===== src/design/ttft_pkg.sv =====
// Shared types and constants for the tap tempo frequency tracker.
// No dependencies; imported by every design module.
package ttft_pkg;

    localparam int FREQ_W  = 16;  // frequency word, unsigned fixed point
    localparam int COUNT_W = 16;  // tick counter and interval registers
    localparam int KNOB_W  = 12;  // raw knob reading
    localparam int SUM_W   = 19;  // 3*old + 2*new + 2 fits here
    localparam int PROD_W  = 2 * SUM_W;
    localparam int IN_W    = 32;  // input tdata, padded to bytes
    localparam int OUT_W   = 24;  // output tdata, padded to bytes
    localparam int ADDR_W  = 2;

    // Blend (3*old + 2*new + 2) / 5 as a multiply by ceil(2^21 / 5) and a shift;
    // exact for every sum below 2^21 / 3
    localparam int                AVG_SHIFT = 21;
    localparam logic [SUM_W-1:0]  AVG_RECIP = 19'd419431;

    // Register indexes
    localparam logic [ADDR_W-1:0] REG_TICKS_PER_SEC = 2'd0;
    localparam logic [ADDR_W-1:0] REG_TIMEOUT       = 2'd1;
    localparam logic [ADDR_W-1:0] REG_MIN_INTERVAL  = 2'd2;
    localparam logic [ADDR_W-1:0] REG_KNOB_THRESH   = 2'd3;

    typedef struct packed {
        logic [COUNT_W-1:0] ticks_per_second;
        logic [COUNT_W-1:0] timeout_count;
        logic [COUNT_W-1:0] min_interval;
        logic [KNOB_W-1:0]  knob_threshold;
    } ttft_cfg_t;

    // Divider status back to the sequencer
    typedef struct packed {
        logic done;       // one-cycle pulse, quotient valid
        logic saturated;  // quotient exceeded 16 bits
    } div_stat_t;

    typedef enum logic [1:0] {
        ST_IDLE,
        ST_DIV_TAP,
        ST_BLEND,
        ST_FINISH
    } ttft_state_t;

endpackage


===== src/design/ttft_div.sv =====
// Restoring divider, one quotient bit per cycle, 16-bit quotient with a saturation flag.
// Depends on ttft_pkg.
module ttft_div
    import ttft_pkg::*;
#(
    parameter int NUM_W = 27
)
(
    input  logic                clk,
    input  logic                rst_n,
    input  logic                start,
    input  logic [NUM_W-1:0]    num,
    input  logic [COUNT_W-1:0]  den,
    output div_stat_t           stat,
    output logic [FREQ_W-1:0]   quot
);

    localparam int CNT_W = $clog2(NUM_W + 1);

    logic               busy_reg, busy_next;
    logic               done_reg, done_next;
    logic [CNT_W-1:0]   cnt_reg, cnt_next;
    logic [NUM_W-1:0]   num_reg, num_next;
    logic [COUNT_W-1:0] den_reg, den_next;
    logic [COUNT_W-1:0] rem_reg, rem_next;
    logic [FREQ_W-1:0]  quot_reg, quot_next;
    logic               sat_reg, sat_next;

    logic [COUNT_W:0]   rem_sh;
    logic               ge;
    logic [COUNT_W:0]   rem_sub;

    // One restoring step: shift in next numerator bit, trial subtract
    assign rem_sh  = {rem_reg, num_reg[NUM_W-1]};
    assign ge      = rem_sh >= {1'b0, den_reg};
    assign rem_sub = rem_sh - {1'b0, den_reg};

    always_comb
    begin
        busy_next = busy_reg;
        done_next = 1'b0;
        cnt_next  = cnt_reg;
        num_next  = num_reg;
        den_next  = den_reg;
        rem_next  = rem_reg;
        quot_next = quot_reg;
        sat_next  = sat_reg;
        if (start)
        begin
            busy_next = 1'b1;
            cnt_next  = CNT_W'(NUM_W);
            num_next  = num;
            den_next  = den;
            rem_next  = '0;
            quot_next = '0;
            sat_next  = 1'b0;
        end
        else if (busy_reg)
        begin
            num_next  = {num_reg[NUM_W-2:0], 1'b0};
            rem_next  = ge ? rem_sub[COUNT_W-1:0] : rem_sh[COUNT_W-1:0];
            // a one pushed out of the top means quotient > 0xFFFF
            sat_next  = sat_reg | quot_reg[FREQ_W-1];
            quot_next = {quot_reg[FREQ_W-2:0], ge};
            cnt_next  = cnt_reg - CNT_W'(1);
            if (cnt_reg == CNT_W'(1))
            begin
                busy_next = 1'b0;
                done_next = 1'b1;
            end
        end
    end

    always_ff @(posedge clk or negedge rst_n)
    begin
        if (!rst_n)
        begin
            busy_reg <= 1'b0;
            done_reg <= 1'b0;
            cnt_reg  <= '0;
        end
        else
        begin
            busy_reg <= busy_next;
            done_reg <= done_next;
            cnt_reg  <= cnt_next;
        end
    end

    always_ff @(posedge clk)
    begin
        num_reg  <= num_next;
        den_reg  <= den_next;
        rem_reg  <= rem_next;
        quot_reg <= quot_next;
        sat_reg  <= sat_next;
    end

    assign stat.done      = done_reg;
    assign stat.saturated = sat_reg;
    assign quot           = quot_reg;

endmodule


===== src/design/ttft_ctrl.sv =====
// Tick sequencer and tracker state: tap timing, blend, knob override, result register.
// Depends on ttft_pkg; drives the divider ttft_div.
module ttft_ctrl
    import ttft_pkg::*;
#(
    parameter int FREQ_FRAC_BITS = 10,
    parameter int NUM_W = 27
)
(
    input  logic                clk,
    input  logic                rst_n,
    input  ttft_cfg_t           cfg,
    input  logic                in_valid,
    output logic                in_ready,
    input  logic                tap_edge,
    input  logic [KNOB_W-1:0]   knob_position,
    input  logic [FREQ_W-1:0]   knob_frequency,
    output logic                out_valid,
    input  logic                out_ready,
    output logic [FREQ_W-1:0]   lfo_frequency,
    output logic                tapping_active,
    output logic                tap_mode,
    output logic                tap_accepted,
    output logic                div_start,
    output logic [NUM_W-1:0]    div_num,
    output logic [COUNT_W-1:0]  div_den,
    input  div_stat_t           div_stat,
    input  logic [FREQ_W-1:0]   div_quot
);

    ttft_state_t        state_reg, state_next;

    logic [COUNT_W-1:0] count_reg, count_next;
    logic               armed_reg, armed_next;
    logic               avg_reg, avg_next;
    logic               override_reg, override_next;
    logic [FREQ_W-1:0]  tap_freq_reg, tap_freq_next;
    logic [KNOB_W-1:0]  last_knob_reg, last_knob_next;
    logic [FREQ_W-1:0]  cur_freq_reg, cur_freq_next;
    logic               take_reg, take_next;
    logic [KNOB_W-1:0]  knob_reg, knob_next;
    logic [FREQ_W-1:0]  kfreq_reg, kfreq_next;
    logic [SUM_W-1:0]   blend_reg, blend_next;

    logic               out_valid_reg, out_valid_next;
    logic [FREQ_W-1:0]  out_freq_reg, out_freq_next;
    logic               out_armed_reg, out_armed_next;
    logic               out_mode_reg, out_mode_next;
    logic               out_acc_reg, out_acc_next;

    logic               accept;
    logic               out_free;
    logic [COUNT_W-1:0] cnt_inc;
    logic               take;
    logic               timed_out;
    logic [FREQ_W-1:0]  fresh;
    logic [SUM_W-1:0]   blend_sum;
    logic [PROD_W-1:0]  blend_prod;
    logic [FREQ_W-1:0]  blend_quot;
    logic [KNOB_W-1:0]  knob_diff;
    logic               moved;

    assign accept   = in_valid && in_ready;
    assign out_free = !out_valid_reg || out_ready;

    // Tap decision on the incremented count
    assign cnt_inc   = count_reg + COUNT_W'(1);
    assign take      = armed_reg && tap_edge && (cnt_inc > cfg.min_interval);
    assign timed_out = cnt_inc >= cfg.timeout_count;

    assign fresh     = div_stat.saturated ? {FREQ_W{1'b1}} : div_quot;
    assign blend_sum = SUM_W'({tap_freq_reg, 1'b0}) + SUM_W'(tap_freq_reg)
                     + SUM_W'({fresh, 2'b00}) - SUM_W'({fresh, 1'b0}) + SUM_W'(2);

    // Divide the registered blend sum by 5
    assign blend_prod = PROD_W'(blend_reg) * PROD_W'(AVG_RECIP);
    assign blend_quot = blend_prod[AVG_SHIFT +: FREQ_W];

    // Knob movement against the stored position
    assign knob_diff = (knob_reg >= last_knob_reg) ? (knob_reg - last_knob_reg)
                                                   : (last_knob_reg - knob_reg);
    assign moved     = knob_diff > cfg.knob_threshold;

    // Next state
    always_comb
    begin
        state_next = state_reg;
        case (state_reg)
            ST_IDLE:
            begin
                if (accept)
                    state_next = take ? ST_DIV_TAP : ST_FINISH;
            end
            ST_DIV_TAP:
            begin
                if (div_stat.done)
                    state_next = avg_reg ? ST_BLEND : ST_FINISH;
            end
            ST_BLEND:
            begin
                state_next = ST_FINISH;
            end
            ST_FINISH:
            begin
                if (out_free)
                    state_next = ST_IDLE;
            end
            default:
                state_next = ST_IDLE;
        endcase
    end

    // Sequencer outputs: handshake and divider operands
    always_comb
    begin
        in_ready  = 1'b0;
        div_start = 1'b0;
        div_num   = '0;
        div_den   = '0;
        case (state_reg)
            ST_IDLE:
            begin
                in_ready  = 1'b1;
                div_start = accept && take;
                div_num   = (NUM_W'(cfg.ticks_per_second) << FREQ_FRAC_BITS)
                          + NUM_W'(cnt_inc[COUNT_W-1:1]);
                div_den   = cnt_inc;
            end
            ST_DIV_TAP, ST_BLEND, ST_FINISH:
            begin
                in_ready = 1'b0;
            end
            default:
            begin
                in_ready = 1'b0;
            end
        endcase
    end

    // Tracker state and result register
    always_comb
    begin
        count_next     = count_reg;
        armed_next     = armed_reg;
        avg_next       = avg_reg;
        override_next  = override_reg;
        tap_freq_next  = tap_freq_reg;
        last_knob_next = last_knob_reg;
        cur_freq_next  = cur_freq_reg;
        take_next      = take_reg;
        knob_next      = knob_reg;
        kfreq_next     = kfreq_reg;
        blend_next     = blend_reg;
        out_valid_next = out_valid_reg && !out_ready;
        out_freq_next  = out_freq_reg;
        out_armed_next = out_armed_reg;
        out_mode_next  = out_mode_reg;
        out_acc_next   = out_acc_reg;
        case (state_reg)
            ST_IDLE:
            begin
                if (accept)
                begin
                    knob_next  = knob_position;
                    kfreq_next = knob_frequency;
                    take_next  = take;
                    if (armed_reg)
                    begin
                        if (take)
                            count_next = '0;
                        else if (timed_out)
                        begin
                            count_next = '0;
                            armed_next = 1'b0;
                            avg_next   = 1'b0;
                        end
                        else
                            count_next = cnt_inc;
                    end
                    else if (tap_edge)
                        armed_next = 1'b1;
                end
            end
            ST_DIV_TAP:
            begin
                if (div_stat.done)
                begin
                    if (avg_reg)
                        blend_next = blend_sum;
                    else
                    begin
                        // first interval after arming: no blend
                        tap_freq_next = fresh;
                        cur_freq_next = fresh;
                        avg_next      = 1'b1;
                        override_next = 1'b1;
                    end
                end
            end
            ST_BLEND:
            begin
                tap_freq_next = blend_quot;
                cur_freq_next = blend_quot;
                override_next = 1'b1;
            end
            ST_FINISH:
            begin
                if (out_free)
                begin
                    if (!override_reg)
                    begin
                        cur_freq_next  = kfreq_reg;
                        last_knob_next = knob_reg;
                    end
                    else if (moved)
                        override_next = 1'b0;
                    out_valid_next = 1'b1;
                    out_freq_next  = override_reg ? cur_freq_reg : kfreq_reg;
                    out_armed_next = armed_reg;
                    out_mode_next  = override_reg && !moved;
                    out_acc_next   = take_reg;
                end
            end
            default:
            begin
                out_valid_next = 1'b0;
            end
        endcase
    end

    always_ff @(posedge clk or negedge rst_n)
    begin
        if (!rst_n)
        begin
            state_reg     <= ST_IDLE;
            count_reg     <= '0;
            armed_reg     <= 1'b0;
            avg_reg       <= 1'b0;
            override_reg  <= 1'b0;
            tap_freq_reg  <= '0;
            last_knob_reg <= '0;
            cur_freq_reg  <= FREQ_W'(1 << FREQ_FRAC_BITS);
            take_reg      <= 1'b0;
            out_valid_reg <= 1'b0;
        end
        else
        begin
            state_reg     <= state_next;
            count_reg     <= count_next;
            armed_reg     <= armed_next;
            avg_reg       <= avg_next;
            override_reg  <= override_next;
            tap_freq_reg  <= tap_freq_next;
            last_knob_reg <= last_knob_next;
            cur_freq_reg  <= cur_freq_next;
            take_reg      <= take_next;
            out_valid_reg <= out_valid_next;
        end
    end

    // Payload registers
    always_ff @(posedge clk)
    begin
        knob_reg      <= knob_next;
        kfreq_reg     <= kfreq_next;
        blend_reg     <= blend_next;
        out_freq_reg  <= out_freq_next;
        out_armed_reg <= out_armed_next;
        out_mode_reg  <= out_mode_next;
        out_acc_reg   <= out_acc_next;
    end

    assign out_valid      = out_valid_reg;
    assign lfo_frequency  = out_freq_reg;
    assign tapping_active = out_armed_reg;
    assign tap_mode       = out_mode_reg;
    assign tap_accepted   = out_acc_reg;

endmodule


===== src/design/tap_tempo_frequency_tracker.sv =====
// Tap tempo frequency tracker: top level, register file and stream packing.
// Depends on ttft_pkg, ttft_ctrl and ttft_div.
//
// One input beat is one control tick; each tick yields exactly one output beat.
// A tick without an accepted tap goes straight from idle to the finish step,
// which registers the output beat and returns to idle for the next input beat.
// A tick that accepts a tap runs the bit-serial divider: the first interval
// after arming takes the divider quotient as it is, and each later tap adds
// a step to register the 3/5 old + 2/5 new blend sum, which is then divided
// by 5 with a reciprocal multiply.
// The input is not ready while a tick is in progress; a finished result waits
// in the output register and does not hold off the next input beat, but that
// next tick holds in its last step until the output register is free.
// Frequencies are unsigned 16-bit fixed point with FREQ_FRAC_BITS fraction bits.
module tap_tempo_frequency_tracker
    import ttft_pkg::*;
#(
    parameter int FREQ_FRAC_BITS = 10
)
(
    input  logic                clk,
    input  logic                rst_n,
    input  logic                s_axis_tvalid,
    output logic                s_axis_tready,
    // [0] tap_edge, [12:1] knob_position, [28:13] knob_frequency, [31:29] zero
    input  logic [IN_W-1:0]     s_axis_tdata,
    output logic                m_axis_tvalid,
    input  logic                m_axis_tready,
    // [15:0] lfo_frequency, [16] tapping_active, [17] tap_mode,
    // [18] tap_accepted, [23:19] zero
    output logic [OUT_W-1:0]    m_axis_tdata,
    input  logic                cfg_we,
    input  logic [ADDR_W-1:0]   cfg_addr,
    input  logic [COUNT_W-1:0]  cfg_wdata
);

    localparam int NUM_W = COUNT_W + FREQ_FRAC_BITS + 1;

    ttft_cfg_t          cfg_reg, cfg_next;

    logic [FREQ_W-1:0]  lfo_frequency;
    logic               tapping_active;
    logic               tap_mode;
    logic               tap_accepted;
    logic               div_start;
    logic [NUM_W-1:0]   div_num;
    logic [COUNT_W-1:0] div_den;
    div_stat_t          div_stat;
    logic [FREQ_W-1:0]  div_quot;

    // Register writes
    always_comb
    begin
        cfg_next = cfg_reg;
        if (cfg_we)
        begin
            case (cfg_addr)
                REG_TICKS_PER_SEC: cfg_next.ticks_per_second = cfg_wdata;
                REG_TIMEOUT:       cfg_next.timeout_count    = cfg_wdata;
                REG_MIN_INTERVAL:  cfg_next.min_interval     = cfg_wdata;
                REG_KNOB_THRESH:   cfg_next.knob_threshold   = cfg_wdata[KNOB_W-1:0];
                default:           cfg_next = cfg_reg;
            endcase
        end
    end

    always_ff @(posedge clk or negedge rst_n)
    begin
        if (!rst_n)
        begin
            cfg_reg.ticks_per_second <= 16'd12000;
            cfg_reg.timeout_count    <= 16'd36036;
            cfg_reg.min_interval     <= 16'd343;
            cfg_reg.knob_threshold   <= 12'd205;
        end
        else
            cfg_reg <= cfg_next;
    end

    ttft_ctrl #(
        .FREQ_FRAC_BITS (FREQ_FRAC_BITS),
        .NUM_W          (NUM_W)
    ) u_ctrl (
        .clk            (clk),
        .rst_n          (rst_n),
        .cfg            (cfg_reg),
        .in_valid       (s_axis_tvalid),
        .in_ready       (s_axis_tready),
        .tap_edge       (s_axis_tdata[0]),
        .knob_position  (s_axis_tdata[12:1]),
        .knob_frequency (s_axis_tdata[28:13]),
        .out_valid      (m_axis_tvalid),
        .out_ready      (m_axis_tready),
        .lfo_frequency  (lfo_frequency),
        .tapping_active (tapping_active),
        .tap_mode       (tap_mode),
        .tap_accepted   (tap_accepted),
        .div_start      (div_start),
        .div_num        (div_num),
        .div_den        (div_den),
        .div_stat       (div_stat),
        .div_quot       (div_quot)
    );

    ttft_div #(
        .NUM_W (NUM_W)
    ) u_div (
        .clk   (clk),
        .rst_n (rst_n),
        .start (div_start),
        .num   (div_num),
        .den   (div_den),
        .stat  (div_stat),
        .quot  (div_quot)
    );

    // Output beat packing
    assign m_axis_tdata = {5'd0, tap_accepted, tap_mode, tapping_active, lfo_frequency};

endmodule


===== config.mk =====
export PLATFORM = sky130hd
export DESIGN_NAME = tap_tempo_frequency_tracker
export DESIGN_NICKNAME = d
export VERILOG_FILES = /design/src/design/ttft_pkg.sv /design/src/design/ttft_div.sv /design/src/design/ttft_ctrl.sv /design/src/design/tap_tempo_frequency_tracker.sv
export SDC_FILE = /design/constraint.sdc
export NUM_CORES = 1
export LEC_CHECK = 0
export BUFFER_PORTS_ARGS = -buffer_cell sky130_fd_sc_hd__buf_4
export CORE_MARGIN = 3
export CORE_UTILIZATION = 50
export CTS_BUF_LIST = sky130_fd_sc_hd__clkbuf_4 sky130_fd_sc_hd__clkbuf_8
export CTS_CLUSTER_SIZE = 30
export DETAILED_ROUTE_END_ITERATION = 8
export GPL_ROUTABILITY_DRIVEN = 0
export GPL_TIMING_DRIVEN = 0
export PLACE_DENSITY = 0.73
export SYNTH_ARGS = -nofsm -noshare
export SYNTH_HDL_FRONTEND = slang
export SYNTH_SLANG_ARGS = --single-unit

===== constraint.sdc =====
create_clock -name clk -period 10.03 [get_ports clk]
set_input_delay 0.5015 -clock clk [delete_from_list [all_inputs] [get_ports clk]]
set_output_delay 0.5015 -clock clk [all_outputs]
set_load 0.01 [all_outputs]

Word-level counts from Yosys, hierarchy flattened
Cells that the tools add are included.
{ "op_classes": {"mux": 48, "add_sub_neg": 10, "n_lt_le_gt_ge": 5, "n_mul": 1, "n_reduce_logical": 30, "eq_ne": 14, "bitwise": 2} }
{ "ops": {"columns": ["operator", "n"], "rows": [
  ["two-way mux 16 bit", 8],
  ["two-way mux 27 bit", 3],
  ["case mux 16 bit (3 select lines)", 1],
  ["multiplier 19 x 19 -> 37 bit, second input constant", 1],
  ["case mux 16 bit (2 select lines)", 1],
  ["adder 26 x 15 -> 27 bit", 1],
  ["two-way mux 1 bit", 24],
  ["subtractor 12 bit", 2],
  ["adder 19 x 18 -> 19 bit", 1],
  ["adder 19 x 2 -> 19 bit, second input constant", 1],
  ["subtractor 19 x 17 -> 19 bit", 1],
  ["adder 17 x 16 -> 18 bit", 1],
  ["greater-or-equal comparator 17 x 16 -> 1 bit", 1],
  ["adder 16 x 1 -> 16 bit, second input constant", 1],
  ["greater-or-equal comparator 16 bit", 1],
  ["greater-than comparator 16 bit", 1],
  ["subtractor 16 bit", 1],
  ["AND reduction 3 bit", 5],
  ["greater-or-equal comparator 12 bit", 1],
  ["greater-than comparator 12 bit", 1],
  ["two-way mux 12 bit", 1],
  ["AND reduction 2 bit", 6],
  ["two-way mux 5 bit", 2],
  ["inequality test 2 x 1 -> 1 bit, second input constant", 5],
  ["20 further kinds", 39]
]} }
{ "word_totals": {"wordCells": 139, "reg_bits": 276, "in_bits": 55, "output_inout_bits": 26} }

Depth between registers and ports, before layout
Gate-level depths: netlist of run 1.
{ "logic_depth": {"word_depth": 7, "mapped_depth": 23, "mapped_depth_nobuf": 23} }

Cells and area by module
From an unflattened synthesis of run 1, not the netlist that was laid out.
{ "hier_totals": {"hier_cells": 2200, "area_unflattened_um2": 22739.3} }
{ "by_module_without_submodules": {"columns": ["module", "seq_area_each_um2", "instances", "cells_per_inst", "area_each_um2"], "rows": [
  ["ttft_ctrl", 3659.8, 1, 1669, 16055.4],
  ["ttft_div", 2127.0, 1, 394, 4329.2],
  ["tap_tempo_frequency_tracker", 1531.5, 1, 137, 2354.8]
]} }

Worst setup path before layout of run 1
Ideal clock, no wire load.
{ "synth_timing": {"kind": "register -> register", "start": "register u_ctrl.blend_reg[2]", "end": "register u_ctrl.cur_freq_reg[12]", "slack_ps": 4081, "period_less_slack_ps": 5949, "required_time_ps": 9950, "setup_time_ps": 80, "stages_incl_launch_ff": 22, "n_path_buf": 0, "t_arrival_ps": 5868, "path_cell_list": "edfxtp_1 ha_1 xor2_1 ha_1 or2_2 fa_1 fa_1 fa_1 inv_1 fa_1 inv_1 ha_1 a21oi_1 a21boi_0 a311oi_1 a2bb2oi_1 a311oi_2 o21ai_2 nand2b_2 a21oi_2 mux2_4 a31oi_4"} }
{ "synth_via": {"elab_chain_len": 2} }
{ "synth_lines": {"columns": ["element", "line", "source"], "rows": [
  ["start: declaration", "ttft_ctrl.sv:43", "logic [SUM_W-1:0] blend_reg, blend_next;"],
  ["start signal: assignment", "ttft_ctrl.sv:266", "blend_reg <= blend_next;"],
  ["multiplier 19 x 19 -> 37 bit", "ttft_ctrl.sv:76", "assign blend_prod = PROD_W'(blend_reg) * PROD_W'(AVG_RECIP);"],
  ["case mux 16 bit (3 select lines)", "ttft_ctrl.sv:159", "case (state_reg)"],
  ["end signal: assignment", "ttft_ctrl.sv:242", "cur_freq_reg <= FREQ_W'(1 << FREQ_FRAC_BITS);"],
  ["end signal: assignment", "ttft_ctrl.sv:255", "cur_freq_reg <= cur_freq_next;"],
  ["end: declaration", "ttft_ctrl.sv:39", "logic [FREQ_W-1:0] cur_freq_reg, cur_freq_next;"]
]} }
Every way passes these cells.
A chain may end at the register's enable or synchronous reset.

Final worst setup path of run 1
{ "layout_timing": {"start": "register u_ctrl.blend_reg[2]", "end": "register u_ctrl.cur_freq_reg[8]"} }
The elaborated chain is that of the path after synthesis.

==> qor.yml, run 1 <==
die:
  ios: 81
  initial_core_util_pct: 50.8
  die_width_um: 218
  core_um2: 44300
  die_area_um2: 47600
  num_rows: 77
  die-height_um: 218
clock_network:
  cts_tree: "done"
  cts_max_level: 2
  clk_path_buf_depth: 3
  post-cts-setup-buffer-count: 0
  clk_latency_ns: 0.58
  clk_pin_slew_worst_paths_ns: 0.06
  cts_root_buf: "clkbuf_8"
  cts_buffers: 42
  cts_sinks: 276
route:
  drtIter0Drc: 817
  drc: 0
  drt-pass1-iter-count: 5
  top_layer_used: "met4"
  wl_met1_um: 21500
  drt-wirelength-per-cell_um: 17.0
  routed_wl_um: 50700
  met2_length_um: 25200
  met3_length_um: 2820
  num_vias: 16200
  ant_nets: 0
  drt-vias-per-instance: 5.45
critical_path:
  arrival_ns: 7.32
  crit_top_cell: "fa_1"
  cp-startpoint: "u_ctrl.blend_reg[2]"
  end_kind: "flop"
  crit_chain: "ha_1 > xor2_1 > ha_1 > or2_2 > fa_1 > fa_1 > fa_1 > inv_1 > fa_1 > inv_1 > ha_1 > a21oi_1 > a21boi_0 > a311oi_1 > a2bb2oi_1 > nand3_1 > a31oi_1 > o21ai_0 > xor2_1 > nand2_1 > a31oi_1"
  worstSetupStartpointType: "flop"
  r2r_start: "u_ctrl.blend_reg[2]"
  worstSetupPathType: "reg2reg"
  reg2reg_depth: 21
  required_ns: 10.52
  path_max_fanout: 7
  slowest_stage: "fa_1"
  max_stage_delay_ns: 0.59
logic_synthesis:
  ys.flop_type: "edfxtp_1"
  synth_edf_count: 109
  syn_avg_cell_area_um2: 10.1
  synth_area_um2: 22500
  yosys_warnings: 0
  ys_seq_area_share_pct: 32.5
  synthCells: 2229
  ys_ff_latch: 276
  async_flop_share_pct: 48.6
  synth.distinct_cells: 84
global_route:
  grt_start_max_net_pins: 90
  grt_pass1_vias: 16900
  grt_pass1_wl_um: 84600
  antenna_found_initial: 0
  overflow: 0
  grt_usage_pct: 21.9
layout:
  final_util_pct: 56.0
  most-common-layout-cells: "inv_1, ha_1, fa_1"
  layout_commonest_cell: "inv_1"
  syn_to_final_growth_pct: 10.2
  n_antenna_cell: 0
  layout.nets: 2842
  final_area_um2: 24800
  drive_above_1_share_pct: 13.1
  largest_reg_flops: 60
sta:
  holdWs_ns: 0.100
  tns_ns: 0
  tightestPinTransition_ns: 1.26
  fin_skew_ns: 0.0237
  maxSlewHeadroom_pct: 15.7
  finalMaxSlewViolations: 0
  hold_violations: 0
  setup_viol: 0
  rsz0062_at_grt: "no"
  finalCriticalPeriod_ns: 6.83
  setup_slack_ns: 3.20
  fmax_ghz: 0.147
  finalCritPeriodShare_pct: 68.1
placement:
  port_buffers: 72
  hpwlAfterDp_um: 41000
  placed_cell_area_um2: 23900
  place_ws_ns: 3.33
hold_path:
  hp-start: "s_axis_tdata[27]"
  min_path_cells: 1
  hold_path_class: "in2reg"
outcome:
  outcome: "complete, no violations"
job:
  drv_cap: 0
power:
  power_density_nw_per_um2: 272
  ir_drop_v: 0.000183
  p_leak_nw: 11.9
==> worst max-delay path: cells and delay by family (launching register included) <==
| family | cells | cell delay, ns |
|---|---|---|
| compound gates | 7 | 1.72 |
| xor+xnor | 2 | 0.48 |
| fa+ha+maj | 7 | 3.16 |
| buf+inv | 2 | 0.13 |
| flops | 1 | 0.56 |
| simple gates | 3 | 0.68 |
==> per-layer routing <==
metal / track usage, % / up-vias
met2: 38.5 / 421
met5: 0 / -
li1: - / 7745
met4: 5.85 / 0
met1: 28.1 / 7982
met3: 3.55 / 87
==> synthesized netlist by cell type, types with 7 or more instances <==
cell type | n | area share, %
a211oi_1 | 11 | 0.37
a21o_1 | 52 | 1.7
a21oi_1 | 113 | 2.5
a21oi_2 | 7 | 0.27
a31oi_1 | 28 | 0.78
and2_1 | 14 | 0.39
and3_1 | 15 | 0.42
buf_4 | 8 | 0.27
clkbuf_1 | 38 | 0.63
dfrtp_1 | 109 | 12
dfstp_2 | 25 | 2.9
dfxtp_1 | 33 | 2.9
edfxtp_1 | 109 | 15
fa_1 | 149 | 13
ha_1 | 286 | 16
inv_1 | 391 | 6.5
mux2_2 | 76 | 3.8
mux2i_1 | 34 | 1.5
nand2_1 | 125 | 2.1
nand2b_1 | 25 | 0.69
nand3_1 | 27 | 0.60
nand4_1 | 19 | 0.53
nor2_1 | 125 | 2.1
nor2b_1 | 39 | 1.1
nor3_1 | 26 | 0.58
o21a_1 | 10 | 0.33
o21ai_0 | 88 | 2.0
o21bai_1 | 9 | 0.30
o31ai_1 | 12 | 0.40
or2_2 | 18 | 0.50
or3_1 | 9 | 0.25
xnor2_1 | 51 | 2.0
xor2_1 | 49 | 1.9
==> area by class of cell <==
| type | count | area, um^2 |
|---|---|---|
| fillers | 3782 | 19500 |
| multi-input cells | 1509 | 13500 |
| flip-flops and latches | 276 | 7320 |
| inverters | 393 | 1480 |
| clock buffers | 67 | 816 |
| well taps | 592 | 741 |
| repair buffers | 75 | 597 |
| plain buffers | 55 | 254 |
| clock inverters | 11 | 135 |
==> cells by family (layout without fill, tap and decap cells) <==
family | count (synthesis) | in the layout | synth area share [%]
simple gates | 459 | 459 | 9.80
compound gates | 399 | 399 | 11.6
fa+ha+maj | 435 | 435 | 29.1
buf+inv | 448 | 601 | 7.68
other cells | 1 | 5 | 0.0166
flops | 276 | 276 | 32.5
mux | 111 | 111 | 5.38
xor+xnor | 100 | 100 | 3.89
==> final timing paths <==
| check | to | slack, ns |
|---|---|---|
| worst max-delay path | u_ctrl.cur_freq_reg[8] | 3.20 |
| worst min-delay path | u_ctrl.kfreq_reg[14] | 0.10 |
| worst max register to register | u_ctrl.cur_freq_reg[8] | 3.20 |
| worst min register to register | u_ctrl.tap_accepted | 0.46 |
| max in group asynchronous | cfg_reg[50] | 8.76 |
| min in group asynchronous | u_ctrl.last_knob_reg[5] | 0.44 |
==> power by group <==
part,internal (mW),total (mW),switching [mW]
logic,1.68,3.81,2.13
registers,1.69,1.90,0.209
clock network,0.596,1.04,0.441
total,3.97,6.75,2.78
==> repair_timing <==
action | in CTS | in global routing
endpoints found under the hold margin | 44 | 0
gates resized for setup | 0 | 0
hold buffers | 1 | 0
==> stage by stage <==
stage          power (mW)  std cells
2_1_floorplan        4.83       2233
3_5_place_dp         5.70       2898
5_1_grt              7.39       2978
4_1_cts              6.76       2977
6_report             6.75       2978
3_3_place_gp         5.52       2897
(Power assumes the default switching activity.)
==> run 2: changes to the inputs <==
==> constraint.sdc (replaced) <==
create_clock -name clk -period 6.5 [get_ports clk]
set_input_delay 0.325 -clock clk [delete_from_list [all_inputs] [get_ports clk]]
set_output_delay 0.325 -clock clk [all_outputs]
set_load 0.01 [all_outputs]
==> run 2 against run 1 <==
  * Count of clock-buffer cells in the layout unchanged
  * Critical path depth increased by 1
  * First-iteration DRC count increased by 6.2%
  * Final area increased by 3.9%
  * Die area unchanged
  * Sequential share of layout area decreased by 1.1 points
  * Non-clock buffer count increased by 76
  * Worst setup slack got worse by 3.1 ns
  * Register-to-register slack got worse by 3.1 ns
  * Highest routed layer unchanged
==> qor.yml, run 2 (synthesis results as in run 1) <==
layout:
  n_antenna_cell: 0  # unchanged
  syn_to_final_growth_pct: 14.5
  largest_reg_flops: 60  # unchanged
  final_area_um2: 25800  # +3.9%
  n_fill_cell: 3661  # -3.2%
  most-common-layout-cells: "inv_1, ha_1, fa_1"
  layout.cells.non_filler: 3054  # +2.6%
  final_util_pct: 58.2  # +2.2 points
  drive_above_1_share_pct: 15.9  # +2.8 points
  layout.nets: 2918  # +2.7%
  layout_commonest_cell: "inv_1"
clock_network:
  clk_path_buf_depth: 3  # unchanged
  clk_pin_slew_worst_paths_ns: 0.07  # about the same
  cts_max_level: 2  # unchanged
  cts_tree: "done"
  cts_root_buf: "clkbuf_8"
  cts_sinks: 276  # unchanged
  clk_latency_ns: 0.57  # about the same
  cts_buffers: 42  # unchanged
critical_path:
  crit_chain: "ha_4 > fa_1 > inv_1 > fa_1 > inv_1 > fa_1 > fa_1 > inv_1 > fa_1 > inv_1 > ha_4 > nand4_4 > a2111oi_2 > a21boi_4 > o2111ai_4 > a311oi_2 > buf_4 > o21ai_1 > a31oi_1 > xnor2_1 > nand2_1 > a31oi_1"
  worstSetupPathType: "reg2reg"
  crit_top_cell: "fa_1"
  crit_buf_inv: 5  # +3
  path_max_fanout: 5  # -2
  worstSetupStartpointType: "flop"
  slowest_stage: "fa_1"
  arrival_ns: 6.89  # -0.43 ns
  cp-startpoint: "u_ctrl.blend_reg[13]"
  max_stage_delay_ns: 0.57  # -0.02 ns
  critical-path-top-delay-family: "adder cells"
  r2r_start: "u_ctrl.blend_reg[13]"
  end_kind: "flop"
  required_ns: 7.00  # -3.52 ns
sta:
  setup_viol: 0  # unchanged
  finalMaxSlewViolations: 0  # unchanged
  finalCritPeriodShare_pct: 98.4  # +30 points
  tightestPinTransition_ns: 1.28  # +0.0136 ns
  fin_skew_ns: 0.0207  # -0.00299 ns
  finalCriticalPeriod_ns: 6.40  # -0.428 ns
  fmax_ghz: 0.156  # +6.7%
  maxSlewHeadroom_pct: 14.7  # -1.0 points
  hold_violations: 0  # unchanged
global_route:
  grt_pass1_vias: 17100  # +1.5%
  grt_usage_pct: 22.3  # +0.37 points
  antenna_found_initial: 0  # unchanged
  grt_start_max_net_pins: 90  # unchanged
  grt_pass1_wl_um: 86000  # +1.6%
  overflow: 0  # unchanged
outcome:
  outcome: "complete, no violations"
power:
  intPower_mw: 6.15  # +55%
  power_density_nw_per_um2: 405  # +49%
  switchingPower_mw: 4.31  # +55%
  pwr-share-seq_pct: 28.1  # about the same
  p_leak_nw: 12.2  # +2.8%
  pwr-share-clk_pct: 15.3  # about the same
  total_power_mw: 10.5  # +55%
  ir_drop_v: 0.000285  # +55%
  swShare_pct: 41.2  # about the same
  p_comb_share_pct: 56.6  # +0.2 points
placement:
  placed_cell_area_um2: 23900  # unchanged
  hpwlAfterDp_um: 41000  # unchanged
  port_buffers: 72  # unchanged
  dp_cells: 2898  # unchanged
route:
  drt-vias-per-instance: 5.46  # +0.15%
  drc: 0  # unchanged
  top_layer_used: "met4"
  met2_length_um: 26600  # +5.7%
  drt-wirelength-per-cell_um: 17.4  # +2.3%
  routed_wl_um: 53200  # +4.9%
  ant_nets: 0  # unchanged
  met3_length_um: 2720  # -3.8%
  drtIter0Drc: 868  # +6.2%
  wl_met1_um: 22200  # +3.6%
  num_vias: 16700  # +2.7%
  drt-pass1-iter-count: 5  # unchanged
die:
  num_rows: 77  # unchanged
  initial_core_util_pct: 50.8  # unchanged
  core_um2: 44300  # unchanged
  die_area_um2: 47600  # unchanged
  die_width_um: 218  # unchanged
  ios: 81  # unchanged
  die-height_um: 218  # unchanged
hold_path:
  hold_path_class: "in2reg"
  hp-start: "s_axis_tdata[0]"
job:
  drv_cap: 0  # unchanged
run 2: power groups by stage:
stage	logic, mW	registers [mW]	clock network, mW
floorplan	4.58	2.87	0
global placement	5.59	2.94	0
detailed placement	5.84	2.96	0
CTS	5.89	2.94	1.64
global route	6.73	3.00	1.71
finish	5.92	2.94	1.60
run 2: worst paths after layout:
check	to	slack, ns	cells after the start
setup reg to reg	u_ctrl.cur_freq_reg[15]	0.10	22
min in group asynchronous	u_ctrl.last_knob_reg[11]	0.26	2
hold / removal	u_ctrl.armed_reg	0.03	3
hold reg to reg	u_ctrl.tap_accepted	0.46	0
max in group asynchronous	cfg_reg[49]	5.40	3
setup / recovery	u_ctrl.cur_freq_reg[15]	0.10	22
run 2: stage by stage:
step | setup slack (ns) | TNS [ns] | hold WS, ns
after floorplan | 0.551 | 0 | 0.0294
after global placement | -0.103 | -0.391 | 0.437
after detailed placement | -0.204 | -1.36 | 0.296
after CTS | 0.0109 | 0 | 0.00532
after global routing | -0.0488 | -0.187 | 0.0251
final | 0.102 | 0 | 0.0345
run 2: worst register-to-register path, cell delays in order, from the launching register on:
cell and delay, ns:
edfxtp_1 0.55, ha_4 0.31, fa_1 0.57, inv_1 0.07, fa_1 0.55, inv_1 0.07
fa_1 0.47, fa_1 0.51, inv_1 0.06, fa_1 0.53, inv_1 0.06, ha_4 0.30
nand4_4 0.13, a2111oi_2 0.30, a21boi_4 0.33, o2111ai_4 0.17, a311oi_2 0.29, buf_4 0.18
o21ai_1 0.08, a31oi_1 0.21, xnor2_1 0.23, nand2_1 0.16, a31oi_1 0.20
run 2: cell type report:
type | count | area [um^2] | area share (%)
plain buffers | 55 | 254 | 0.984
clock buffers | 67 | 816 | 3.16
clock inverters | 11 | 135 | 0.524
inverters | 393 | 1480 | 5.72
multi-input cells | 1509 | 13800 | 53.6
flip-flops and latches | 276 | 7320 | 28.4
well taps | 592 | 741 | 2.87
repair buffers | 151 | 1240 | 4.81
run 2: layer usage:
layer	vias to the layer above	GRT usage, %
met4	0	6.09
met2	496	39.4
met1	8161	28.5
li1	7903	-
met5	-	0
met3	114	3.35
run 2: timing repair:
item,4_1_cts,5_1_grt
pin swaps,1,18
endpoints found under the setup margin,15,21
buffers inserted,13,32
gates resized for setup,8,44
hold endpoints to repair,83,0
hold buffers,33,0
==> run 3: changes to the inputs <==
--- a/config.mk
+++ b/config.mk
@@ -13,7 +13,9 @@
 export DETAILED_ROUTE_END_ITERATION = 8
 export GPL_ROUTABILITY_DRIVEN = 0
 export GPL_TIMING_DRIVEN = 0
+export HOLD_SLACK_MARGIN = 0.05
 export PLACE_DENSITY = 0.73
+export SLEW_MARGIN = 10
 export SYNTH_ARGS = -nofsm -noshare
 export SYNTH_HDL_FRONTEND = slang
 export SYNTH_SLANG_ARGS = --single-unit
==> run 3 against run 2 <==
  * Combinational power barely moved
  * Total power fell by 0.57%
  * Global-route usage rose by 0.36 points
  * Count of clock-buffer cells in the layout rose by 3
  * Critical path depth rose by 1
  * Flip-flop and latch count did not move
  * Sequential share of layout area fell by 0.052 points
  * Routed wire length rose by 0.49%
==> qor.yml, run 3 (synthesis results as in run 1) <==
outcome:
  outcome: "complete, no violations"
layout:
  layout.nets: 2927  # +0.31%
  n_antenna_cell: 0  # unchanged
  drive_above_1_share_pct: 15.7  # -0.18 points
  final_util_pct: 58.3  # +0.11 points
  syn_to_final_growth_pct: 14.7
  layout_commonest_cell: "inv_1"
  most-common-layout-cells: "inv_1, ha_1, fa_1"
  layout.cells.non_filler: 3063  # +0.29%
  n_fill_cell: 3695  # +0.93%
  largest_reg_flops: 60  # unchanged
clock_network:
  clk_path_buf_depth: 3  # unchanged
  clk_pin_slew_worst_paths_ns: 0.07  # about the same
  cts_tree: "done"
  cts_sinks: 276  # unchanged
  clk_latency_ns: 0.57  # about the same
  cts_max_level: 2  # unchanged
  cts_buffers: 43  # +2.4%
  cts_root_buf: "clkbuf_8"
route:
  drt-pass1-iter-count: 5  # unchanged
  num_vias: 16700  # +0.26%
  ant_nets: 0  # unchanged
  drc: 0  # unchanged
  drt-wirelength-per-cell_um: 17.4  # +0.20%
  drtIter0Drc: 887  # +2.2%
  drt-vias-per-instance: 5.46  # about the same
  routed_wl_um: 53400  # +0.49%
critical_path:
  path_max_fanout: 6  # +1
  worstSetupPathType: "reg2reg"
  worstSetupStartpointType: "flop"
  crit_chain: "buf_6 > ha_4 > xor2_1 > ha_1 > or2_2 > fa_2 > fa_1 > fa_1 > inv_1 > fa_1 > inv_1 > ha_4 > and3_4 > and3_4 > and2_4 > o2111ai_4 > a311oi_2 > buf_4 > o21ai_1 > a31oi_1 > xnor2_1 > nand2_1 > a31oi_1"
  cp-startpoint: "u_ctrl.blend_reg[1]"
  crit_top_cell: "fa_1"
  crit_buf_inv: 4  # -1
  critical-path-top-delay-family: "adder cells"
  required_ns: 6.98  # -0.02 ns
  r2r_start: "u_ctrl.blend_reg[1]"
  arrival_ns: 6.83  # -0.06 ns
  end_kind: "flop"
  slowest_stage: "fa_1"
  max_stage_delay_ns: 0.58  # about the same
sta:
  setup_viol: 0  # unchanged
  fin_skew_ns: 0.0184  # -0.00228 ns
  maxSlewHeadroom_pct: 35.4  # +21 points
  tightestPinTransition_ns: 0.969  # -0.308 ns
  setup_slack_ns: 0.147  # +0.0450 ns
  hold_violations: 0  # unchanged
  finalMaxSlewViolations: 0  # unchanged
  finalCriticalPeriod_ns: 6.35  # -0.0450 ns
  fmax_ghz: 0.157  # +0.71%
  finalCritPeriodShare_pct: 97.7  # -0.69 points
hold_path:
  hold_path_class: "in2reg"
  hp-start: "m_axis_tready"
die:
  die-height_um: 218  # unchanged
  die_width_um: 218  # unchanged
  core_um2: 44300  # unchanged
  num_rows: 77  # unchanged
  die_area_um2: 47600  # unchanged
  ios: 81  # unchanged
  initial_core_util_pct: 50.8  # unchanged
job:
  drv_cap: 0  # unchanged
global_route:
  grt_start_max_net_pins: 90  # unchanged
  overflow: 0  # unchanged
  grt_usage_pct: 22.6  # +0.36 points
  antenna_found_initial: 0  # unchanged
  grt_pass1_wl_um: 87300  # +1.6%
  grt_pass1_vias: 17500  # +1.8%
power:
  total_power_mw: 10.4  # -0.57%
  p_leak_nw: 12.2  # +0.10%
  power_density_nw_per_um2: 402  # -0.75%
  ir_drop_v: 0.000269  # -5.6%
placement:
  port_buffers: 72  # unchanged
  dp_cells: 2898  # unchanged
  place_ws_ns: -0.179  # +0.0249 ns
  hpwlAfterDp_um: 41000  # +0.12%
## run 3: path summary, 6_finish.rpt
path / endpoint / slack [ns] / cells after the start
min: u_ctrl.out_valid / 0.16 / 3
max reg2reg: u_ctrl.cur_freq_reg[15] / 0.15 / 23
min reg2reg: u_ctrl.tap_accepted / 0.46 / 0
min in group asynchronous: u_ctrl.cur_freq_reg[12] / 0.28 / 2
max in group asynchronous: cfg_reg[16] / 5.38 / 3
max: u_ctrl.cur_freq_reg[15] / 0.15 / 23
## run 3: worst min-delay path: cells and delay by family
family                 cells  cell delay, ns
buffers and inverters      1            0.08
AND/OR/NAND/NOR            2            0.26
## run 3: metrics by stage
| stage | instance area, um^2 | TNS (ns) | hold WS, ns |
|---|---|---|---|
| floorplan | 22500 | 0 | 0.0294 |
| global placement | 23800 | -0.391 | 0.437 |
| detailed placement | 23900 | -1.28 | 0.298 |
| CTS | 25400 | 0 | 0.114 |
| global route | 25800 | -0.0892 | 0.163 |
| finish | 25800 | 0 | 0.160 |
## run 3: routing by layer
layer  track usage (%)  vias up  share of wire (%)
li1                  -     7916                  -
met1              28.6     8206                 41
met2              40.1      488                 50
met3              3.82      108                5.7
met4              6.41        0                2.8
met5                 0        -                  0
## run 3: power by group
group          leakage [nW]  internal (mW)  switching, mW
Sequential             2.83           2.62          0.319
Combinational          8.90           2.62           3.32
Clock                 0.487          0.843          0.670
Total                  12.2           6.08           4.31
## run 3: timing repair
action	4_1_cts	5_1_grt
endpoints found under the hold margin	132	0
setup endpoints to repair	15	21
pin swaps	3	20
resized for setup	15	41
buffers inserted	15	25
hold buffers	46	0
## run 3: layout make-up
class,instances,area [um^2],area share (%)
Timing Repair Buffer,159,1340,5.17
Sequential cell,276,7320,28.3
Buffer,55,255,0.987
Inverter,393,1480,5.71
Clock buffer,70,826,3.19
Tap cell,592,741,2.87
Clock inverter,9,67.6,0.261
Multi-Input combinational cell,1509,13800,53.5
